`src/sv/fftfi_pkg.sv`:
```
// Package for the FFT frequency index generator: widths, register codes and
// the per-dimension status struct. No dependencies.
`timescale 1ns / 1ps

package fftfi_pkg;

  localparam int MAX_DIMS  = 4;
  localparam int MAX_SIZE  = 256;
  localparam int DIGIT_W   = $clog2(MAX_SIZE);   // digit 0..MAX_SIZE-1
  localparam int SIZE_W    = DIGIT_W + 1;        // size 1..MAX_SIZE
  localparam int DCNT_W    = 3;                  // dim_count register width
  localparam int FREQ_W    = 8;
  localparam int POS_W     = 32;
  localparam int CFG_IDX_W = 3;
  localparam int CFG_DAT_W = 9;
  localparam int IN_TDATA_W  = 8;
  localparam int OUT_TDATA_W = MAX_DIMS * FREQ_W + POS_W;

  typedef enum logic [CFG_IDX_W-1:0] {
    CFG_DIM_COUNT = 3'd0,
    CFG_SIZE_0    = 3'd1,
    CFG_SIZE_1    = 3'd2,
    CFG_SIZE_2    = 3'd3,
    CFG_SIZE_3    = 3'd4,
    CFG_NYQ_MODE  = 3'd5
  } cfg_reg_t;

  // status of one dimension for the carry chain and flags
  typedef struct packed {
    logic wrap;   // digit at its maximum, next carry wraps it
    logic nyq;    // digit equals floor(N/2)
  } dim_stat_t;

endpackage

```
`src/sv/fft_frequency_index_generator_unit.sv`:
```
// Top level of the FFT frequency index generator: config registers, digit
// state, carry chain and output register. Depends on fftfi_pkg, fftfi_dim.
`timescale 1ns / 1ps

// Channel | Direction | Handshake        | Payload
// in_     | slave     | tvalid / tready  | tdata[0] restart
// out_    | master    | tvalid / tready  | tdata freq_0..3, linear_index; tuser at_nyquist;
//         |           |                  | tlast last
// cfg_    | write     | cfg_wr_en        | cfg_index, cfg_wdata
//
// One word per cycle while the output is not stalled: each accepted word yields
// one result word in the next cycle. The path is digit registers -> per-dimension
// compare/subtract -> 4-deep carry chain -> output and digit registers.
// in_tready is high whenever the output register is empty or being drained,
// so a stalled output holds one result while the next word waits.
// Reset (rst_n low, synchronous) sets dim_count 1, all sizes 1, mode 0 and
// clears the walk to the origin.

module fft_frequency_index_generator_unit (
  input  logic                              clk,
  input  logic                              rst_n,
  input  logic                              in_tvalid,
  output logic                              in_tready,
  input  logic [fftfi_pkg::IN_TDATA_W-1:0]  in_tdata,   // [0] restart, rest zero
  output logic                              out_tvalid,
  input  logic                              out_tready,
  // [7:0] freq_0, [15:8] freq_1, [23:16] freq_2, [31:24] freq_3, [63:32] linear_index
  output logic [fftfi_pkg::OUT_TDATA_W-1:0] out_tdata,
  output logic                              out_tuser,  // [0] at_nyquist
  output logic                              out_tlast,  // last point of grid
  input  logic                              cfg_wr_en,
  input  logic [fftfi_pkg::CFG_IDX_W-1:0]   cfg_index,
  input  logic [fftfi_pkg::CFG_DAT_W-1:0]   cfg_wdata
);
  import fftfi_pkg::*;

  // config registers
  logic [DCNT_W-1:0]   dim_count_r;
  logic [SIZE_W-1:0]   size_r [MAX_DIMS];
  logic                nyq_mode_r;

  // walk state
  logic [DIGIT_W-1:0]  digit_r   [MAX_DIMS];
  logic [DIGIT_W-1:0]  digit_nxt [MAX_DIMS];
  logic [POS_W-1:0]    pos_r;
  logic [POS_W-1:0]    pos_nxt;

  // output register
  logic                out_valid_r;
  logic [FREQ_W-1:0]   out_freq_r [MAX_DIMS];
  logic [POS_W-1:0]    out_index_r;
  logic                out_nyq_r;
  logic                out_last_r;

  // datapath
  logic                in_acc;
  logic                restart;
  logic [DCNT_W-1:0]   dims_eff;
  logic [SIZE_W-1:0]   size_eff  [MAX_DIMS];
  logic [DIGIT_W-1:0]  digit_cur [MAX_DIMS];
  logic [FREQ_W-1:0]   freq      [MAX_DIMS];
  dim_stat_t           stat      [MAX_DIMS];
  logic [MAX_DIMS-1:0] active;
  logic [MAX_DIMS-1:0] pass;
  logic [MAX_DIMS-1:0] carry;
  logic [MAX_DIMS-1:0] nyq_vec;
  logic                fin;
  logic [POS_W-1:0]    pos_cur;

  assign in_tready = !out_valid_r || out_tready;
  assign in_acc    = in_tvalid && in_tready;
  assign restart   = in_tdata[0];

  // effective dimension count: 0 counts as 1, saturate at MAX_DIMS
  always_comb begin
    if (dim_count_r == '0) begin
      dims_eff = DCNT_W'(1);
    end else if (dim_count_r > DCNT_W'(MAX_DIMS)) begin
      dims_eff = DCNT_W'(MAX_DIMS);
    end else begin
      dims_eff = dim_count_r;
    end
  end

  // restart clears the walk before this point is produced
  assign pos_cur = restart ? '0 : pos_r;

  for (genvar j = 0; j < MAX_DIMS; j++) begin : g_dim
    always_comb begin
      if (size_r[j] == '0) begin
        size_eff[j] = SIZE_W'(1);
      end else if (size_r[j] > SIZE_W'(MAX_SIZE)) begin
        size_eff[j] = SIZE_W'(MAX_SIZE);
      end else begin
        size_eff[j] = size_r[j];
      end
    end

    assign active[j]    = DCNT_W'(j) < dims_eff;
    assign digit_cur[j] = restart ? '0 : digit_r[j];
    // inactive dims pass the carry and never block the last flag
    assign pass[j]      = !active[j] || stat[j].wrap;
    assign nyq_vec[j]   = stat[j].nyq;

    if (j == MAX_DIMS - 1) begin : g_top
      assign carry[j] = 1'b1;
    end else begin : g_chain
      assign carry[j] = carry[j+1] && pass[j+1];
    end

    fftfi_dim u_dim (
      .active    (active[j]),
      .size_eff  (size_eff[j]),
      .digit     (digit_cur[j]),
      .nyq_mode  (nyq_mode_r),
      .carry_in  (carry[j]),
      .freq      (freq[j]),
      .stat      (stat[j]),
      .digit_nxt (digit_nxt[j])
    );
  end

  // on the final point every active digit wraps, so digits return to zero
  assign fin     = &pass;
  assign pos_nxt = fin ? '0 : pos_cur + POS_W'(1);

  // config writes
  always_ff @(posedge clk) begin
    if (!rst_n) begin
      dim_count_r <= DCNT_W'(1);
      for (int j = 0; j < MAX_DIMS; j++) begin
        size_r[j] <= SIZE_W'(1);
      end
      nyq_mode_r <= 1'b0;
    end else if (cfg_wr_en) begin
      unique case (cfg_reg_t'(cfg_index))
        CFG_DIM_COUNT: dim_count_r <= cfg_wdata[DCNT_W-1:0];
        CFG_SIZE_0:    size_r[0]   <= cfg_wdata[SIZE_W-1:0];
        CFG_SIZE_1:    size_r[1]   <= cfg_wdata[SIZE_W-1:0];
        CFG_SIZE_2:    size_r[2]   <= cfg_wdata[SIZE_W-1:0];
        CFG_SIZE_3:    size_r[3]   <= cfg_wdata[SIZE_W-1:0];
        CFG_NYQ_MODE:  nyq_mode_r  <= cfg_wdata[0];
        default: ;
      endcase
    end
  end

  // walk state
  always_ff @(posedge clk) begin
    if (!rst_n) begin
      for (int j = 0; j < MAX_DIMS; j++) begin
        digit_r[j] <= '0;
      end
      pos_r <= '0;
    end else if (in_acc) begin
      for (int j = 0; j < MAX_DIMS; j++) begin
        digit_r[j] <= digit_nxt[j];
      end
      pos_r <= pos_nxt;
    end
  end

  // output register
  always_ff @(posedge clk) begin
    if (!rst_n) begin
      out_valid_r <= 1'b0;
    end else if (in_acc) begin
      out_valid_r <= 1'b1;
    end else if (out_tready) begin
      out_valid_r <= 1'b0;
    end
  end

  always_ff @(posedge clk) begin
    if (in_acc) begin
      for (int j = 0; j < MAX_DIMS; j++) begin
        out_freq_r[j] <= freq[j];
      end
      out_index_r <= pos_cur;
      out_nyq_r   <= |nyq_vec;
      out_last_r  <= fin;
    end
  end

  assign out_tvalid = out_valid_r;
  assign out_tdata  = {out_index_r, out_freq_r[3], out_freq_r[2],
                       out_freq_r[1], out_freq_r[0]};
  assign out_tuser  = out_nyq_r;
  assign out_tlast  = out_last_r;

  // the last point of a walk leaves the state at the origin
  a_fin_clears: assert property (@(posedge clk) disable iff (!rst_n)
    in_acc && fin |=> pos_r == '0 && digit_r[0] == '0)
    else $error("walk not cleared after last point");

  // a restart word reports the origin
  a_restart_origin: assert property (@(posedge clk) disable iff (!rst_n)
    in_acc && restart |=> out_index_r == '0)
    else $error("restart did not report origin");

  // an accepted word is always followed by a valid result
  a_acc_valid: assert property (@(posedge clk) disable iff (!rst_n)
    in_acc |=> out_valid_r)
    else $error("accepted word produced no result");

  // input back-pressure only while a result is held
  a_ready_hold: assert property (@(posedge clk) disable iff (!rst_n)
    !in_tready |-> out_valid_r && !out_tready)
    else $error("input stalled without a held result");

  // position advances by one between non-final, non-restart words
  a_pos_step: assert property (@(posedge clk) disable iff (!rst_n)
    in_acc && !restart && !fin |=> pos_r == $past(pos_r) + POS_W'(1))
    else $error("position did not advance");

endmodule

```
`src/sv/fftfi_dim.sv`:
```
// One dimension of the index walk: frequency mapping and next digit.
// Depends on fftfi_pkg.
`timescale 1ns / 1ps

module fftfi_dim (
  input  logic                          active,
  input  logic [fftfi_pkg::SIZE_W-1:0]  size_eff,
  input  logic [fftfi_pkg::DIGIT_W-1:0] digit,
  input  logic                          nyq_mode,
  input  logic                          carry_in,
  output logic [fftfi_pkg::FREQ_W-1:0]  freq,
  output fftfi_pkg::dim_stat_t          stat,
  output logic [fftfi_pkg::DIGIT_W-1:0] digit_nxt
);
  import fftfi_pkg::*;

  logic [DIGIT_W-1:0] k;
  logic [DIGIT_W-1:0] half;
  logic [DIGIT_W-1:0] n_m1;
  logic [DIGIT_W-1:0] k_minus_n;
  logic               gt;
  logic               eq;

  always_comb begin
    k         = active ? digit : '0;
    half      = size_eff[SIZE_W-1:1];
    n_m1      = DIGIT_W'(size_eff - SIZE_W'(1));
    k_minus_n = k - size_eff[DIGIT_W-1:0];   // mod 2^DIGIT_W
    gt        = k > half;
    eq        = k == half;

    stat.wrap = active && (k >= n_m1);
    stat.nyq  = active && eq;

    if (!active) begin
      freq = '0;
    end else if (gt || (eq && nyq_mode)) begin
      freq = FREQ_W'(k_minus_n);
    end else if (eq) begin
      freq = '0;
    end else begin
      freq = FREQ_W'(k);
    end

    if (!active) begin
      digit_nxt = '0;
    end else if (carry_in) begin
      digit_nxt = stat.wrap ? '0 : k + DIGIT_W'(1);
    end else begin
      digit_nxt = k;
    end
  end

endmodule
```
`config.mk`:
```
export PLATFORM = sky130hd
export DESIGN_NAME = fft_frequency_index_generator_unit
export DESIGN_NICKNAME = d
export VERILOG_FILES = /design/src/sv/fftfi_pkg.sv /design/src/sv/fft_frequency_index_generator_unit.sv /design/src/sv/fftfi_dim.sv
export SDC_FILE = /design/constraint.sdc
export NUM_CORES = 1
export LEC_CHECK = 0
export BUFFER_PORTS_ARGS = -buffer_cell sky130_fd_sc_hd__buf_2
export CAP_MARGIN = 20
export CORE_MARGIN = 1
export CORE_UTILIZATION = 40
export DETAILED_ROUTE_END_ITERATION = 8
export SETUP_SLACK_MARGIN = 0.5
export SKIP_LAST_GASP = 1
export SYNTH_ARGS = -nofsm -noshare
export SYNTH_HDL_FRONTEND = slang
export SYNTH_SLANG_ARGS = --single-unit
```
`constraint.sdc`:
```
create_clock -name clk -period 4.6 [get_ports clk]
set_input_delay 0.69 -clock clk [delete_from_list [all_inputs] [get_ports clk]]
set_output_delay 0.69 -clock clk [all_outputs]
set_load 0.005 [all_outputs]
```
==> results.sh <==
export IMPL_status="finished, final reports clean"
export IMPL_clk_pin_slew_ns=0.07
export IMPL_ys_ff_latch=171
export IMPL_cts_buffers=17
export IMPL_worstPathRequired_ns=4.94
export IMPL_track_usage=0.181
export IMPL_max_freq_mhz=259
export IMPL_slew_violations=0
export IMPL_power_density_nw_per_um2=307
export IMPL_path_class="flip-flop to flip-flop"
export IMPL_worstHoldEndpoint="pos_r[18]"
export IMPL_cap_violations=0
export IMPL_synth_cell_types=66
export IMPL_syn_inst=1109
export IMPL_power_leakage_nw=5.20
export IMPL_clk_path_buf_depth=2
export IMPL_coreArea_um2=26800
export IMPL_synth_area_top_cells="edfxtp_1 37%, ha_1 12%, dfxtp_1 6.8%"
export IMPL_setup_worst_path_end_class="flip-flop"
export IMPL_syn2layout_area_growth_pct=14.3
export IMPL_pin_count=93
export IMPL_worst_setup_path_start_kind="flip-flop"
export IMPL_yosys_warnings=0
export IMPL_hold_class="flip-flop to flip-flop"
export IMPL_drc=0
export IMPL_vias_per_cell=5.33
export IMPL_fin_crit_sh=0.840
export IMPL_overflow=0
export IMPL_vdd_drop_max_uv=189
export IMPL_post_cts_buffers=0
export IMPL_hold_buffers=0
export IMPL_postSynthAreaPerCell_um2=9.82
export IMPL_hpwl_um=18200
export IMPL_cts_root_buffer="clkbuf_16"
export IMPL_drt_iter0_markers=627
export IMPL_stdcell_count=1567
export IMPL_synth_top_area_share=0.370
export IMPL_initial_core_util=0.406
export IMPL_clock_sinks=171
export IMPL_setup_viol_count_final=0
export IMPL_io_buffers=85
export IMPL_die_w_um=167
export IMPL_cp_max_fo=10
export IMPL_antenna_cells=0
export IMPL_regToRegSetupSlack_ns=0.74
export IMPL_vias=8346
export IMPL_syn_nets=1239
export IMPL_hold_viol=0
export IMPL_rsz0062_at_grt="true"
export IMPL_antenna_found_initial=0
export IMPL_synth_edf_count=134
export IMPL_rr_worst_depth=16
export IMPL_cts_tree="built"
export IMPL_cts_resized_gates=0
export IMPL_r2r_start="size_r[2][8]"
export IMPL_grt_pass1_vias=8117
export IMPL_gp_congestion=0.831
export IMPL_grt_pass1_wl_um=40600
export IMPL_numPlacedInstances=1532
export IMPL_dr_pass1_iters=5
export IMPL_drt_wl_total_um=24500
export IMPL_final_nets=1343
export IMPL_period_needed_ns=3.86
export IMPL_wire_per_inst_um=15.6
export IMPL_hold_path_depth=2
export IMPL_drive_above_1_share=0.131
export IMPL_num_rows=60
export IMPL_ctsHtreeMaxLevel=4
export IMPL_fin_skew_ns=0.0137
export IMPL_synthFlopType="edfxtp_1"
export IMPL_r2r_end="pos_r[19]"
export IMPL_worst_slew_pin_slew_ns=1.03
export IMPL_chipHeight_um=167
export IMPL_hold_start="pos_r[18]"
export IMPL_setup_tns_final_ns=0
export IMPL_synth_area_leader_cell="edfxtp_1"
export IMPL_insertion_delay_ns=0.44
export IMPL_synth_seq_area_share=0.438
export IMPL_critPathArrivalTime_ns=4.20
export IMPL_die_area_um2=27900
export IMPL_antenna_left=0
export IMPL_async_flop_share=0
export IMPL_grt_max_degree=67
export IMPL_syn_area_um2=10900
export IMPL_max_slew_margin=0.315
## worst max-delay path, stage by stage, from the launching register on
cell and delay [ns]:
edfxtp_1 0.38, clkinv_1 0.25, nand2_1 0.27, ha_1 0.22, nand3_1 0.11, nand3b_1 0.19, xnor2_1 0.14, ha_1 0.27
nand2_1 0.06, nor3_1 0.27, a211oi_1 0.14, buf_4 0.17, a211o_1 0.36, o21a_1 0.36, buf_4 0.24, a21o_1 0.15
a21o_1 0.16
## worst max path at each step
stage,startpoint,to,cells after the start
5_1_grt,size_r[2][8],pos_r[19],16
6_report,size_r[2][8],pos_r[19],16
3_5_place_dp,in_tdata[0],pos_r[19],13
2_1_floorplan,in_tdata[0],digit_r[0][6],13
3_3_place_gp,in_tdata[0],pos_r[19],13
4_1_cts,size_r[2][2],pos_r[19],18
## flip-flops by register name, summed over array words and instances, names as in the netlist
name / count
digit_r: 32
dim_count_r: 3
out_tvalid: 1
out_tlast: 1
nyq_mode_r: 1
out_index_r: 32
out_freq_r: 32
pos_r: 32
size_r: 36
out_tuser: 1
## synthesized netlist by cell type (19+ instances only)
library cell  instances
edfxtp_1            134
nand2_1             116
ha_1                101
nor2_1               97
o21ai_0              53
nor2b_1              50
and2_1               45
inv_1                45
xnor2_1              45
dfxtp_1              37
nand3_1              37
a21oi_1              36
xor2_1               32
a21o_1               28
clkbuf_1             23
nor3_1               20
and3_1               19
## cell families after synthesis
group	Yosys count	share of synthesized area
AO/OA/AOI/OAI	194	0.117
XOR/XNOR	77	0.0619
AND/OR/NAND/NOR	479	0.226
buffers and inverters	74	0.0256
flip-flops	171	0.438
multiplexers	9	0.00839
adder cells (fa/ha/maj)	105	0.123
## report_power, final
| part | switching (mW) | internal [mW] |
|---|---|---|
| combinational | 0.320 | 0.221 |
| sequential | 0.0331 | 1.74 |
| clock | 0.657 | 0.845 |
## per-stage QoR
stage | hold WS, ns | setup slack (ns) | cell area [um2] | power [mW] | util
global route | 0.516 | 0.448 | 12400 | 3.98 | 0.464
finish | 0.466 | 0.738 | 12400 | 3.82 | 0.464
floorplan | 0.426 | 0.811 | 10900 | 2.18 | -
global placement | 0.437 | 0.606 | 11800 | 2.34 | 0.440
CTS | 0.471 | 0.613 | 12400 | 3.84 | 0.464
detailed placement | 0.455 | 0.578 | 11800 | 2.35 | 0.441
## layout by cell type (no fill, tap or decap), types with 15 or more instances in the layout
cell type  count
a21o_1        28
a21oi_1       36
and2_1        45
and3_1        19
buf_2         87
buf_4         23
clkbuf_16     18
dfxtp_1       37
edfxtp_1     134
ha_1         101
inv_1         44
nand2_1      116
nand2b_1      16
nand3_1       37
nand4_1       17
nor2_1        96
nor2b_1       50
nor3_1        20
o21ai_0       51
or3_1         15
xnor2_1       45
xor2_1        32
## area by class of cell
type	count	area (um2)
Sequential cell	171	4760
Multi-Input combinational cell	864	5850
Inverter	48	180
Tap cell	341	427
Fill cell	2525	14400
Clock inverter	13	153
Clock buffer	19	454
Timing Repair Buffer	111	616
## routing by layer
layer | wire, um | part of all wire | up-vias | track usage
li1 | - | - | 4229 | -
met1 | 11400 | 0.47 | 3945 | 0.232
met2 | 11900 | 0.48 | 144 | 0.313
met3 | 837 | 0.034 | 28 | 0.0283
met4 | 377 | 0.015 | 0 | 0.0556
met5 | 0 | 0 | - | 0
Note: power is estimated with default switching activity, not from simulation.
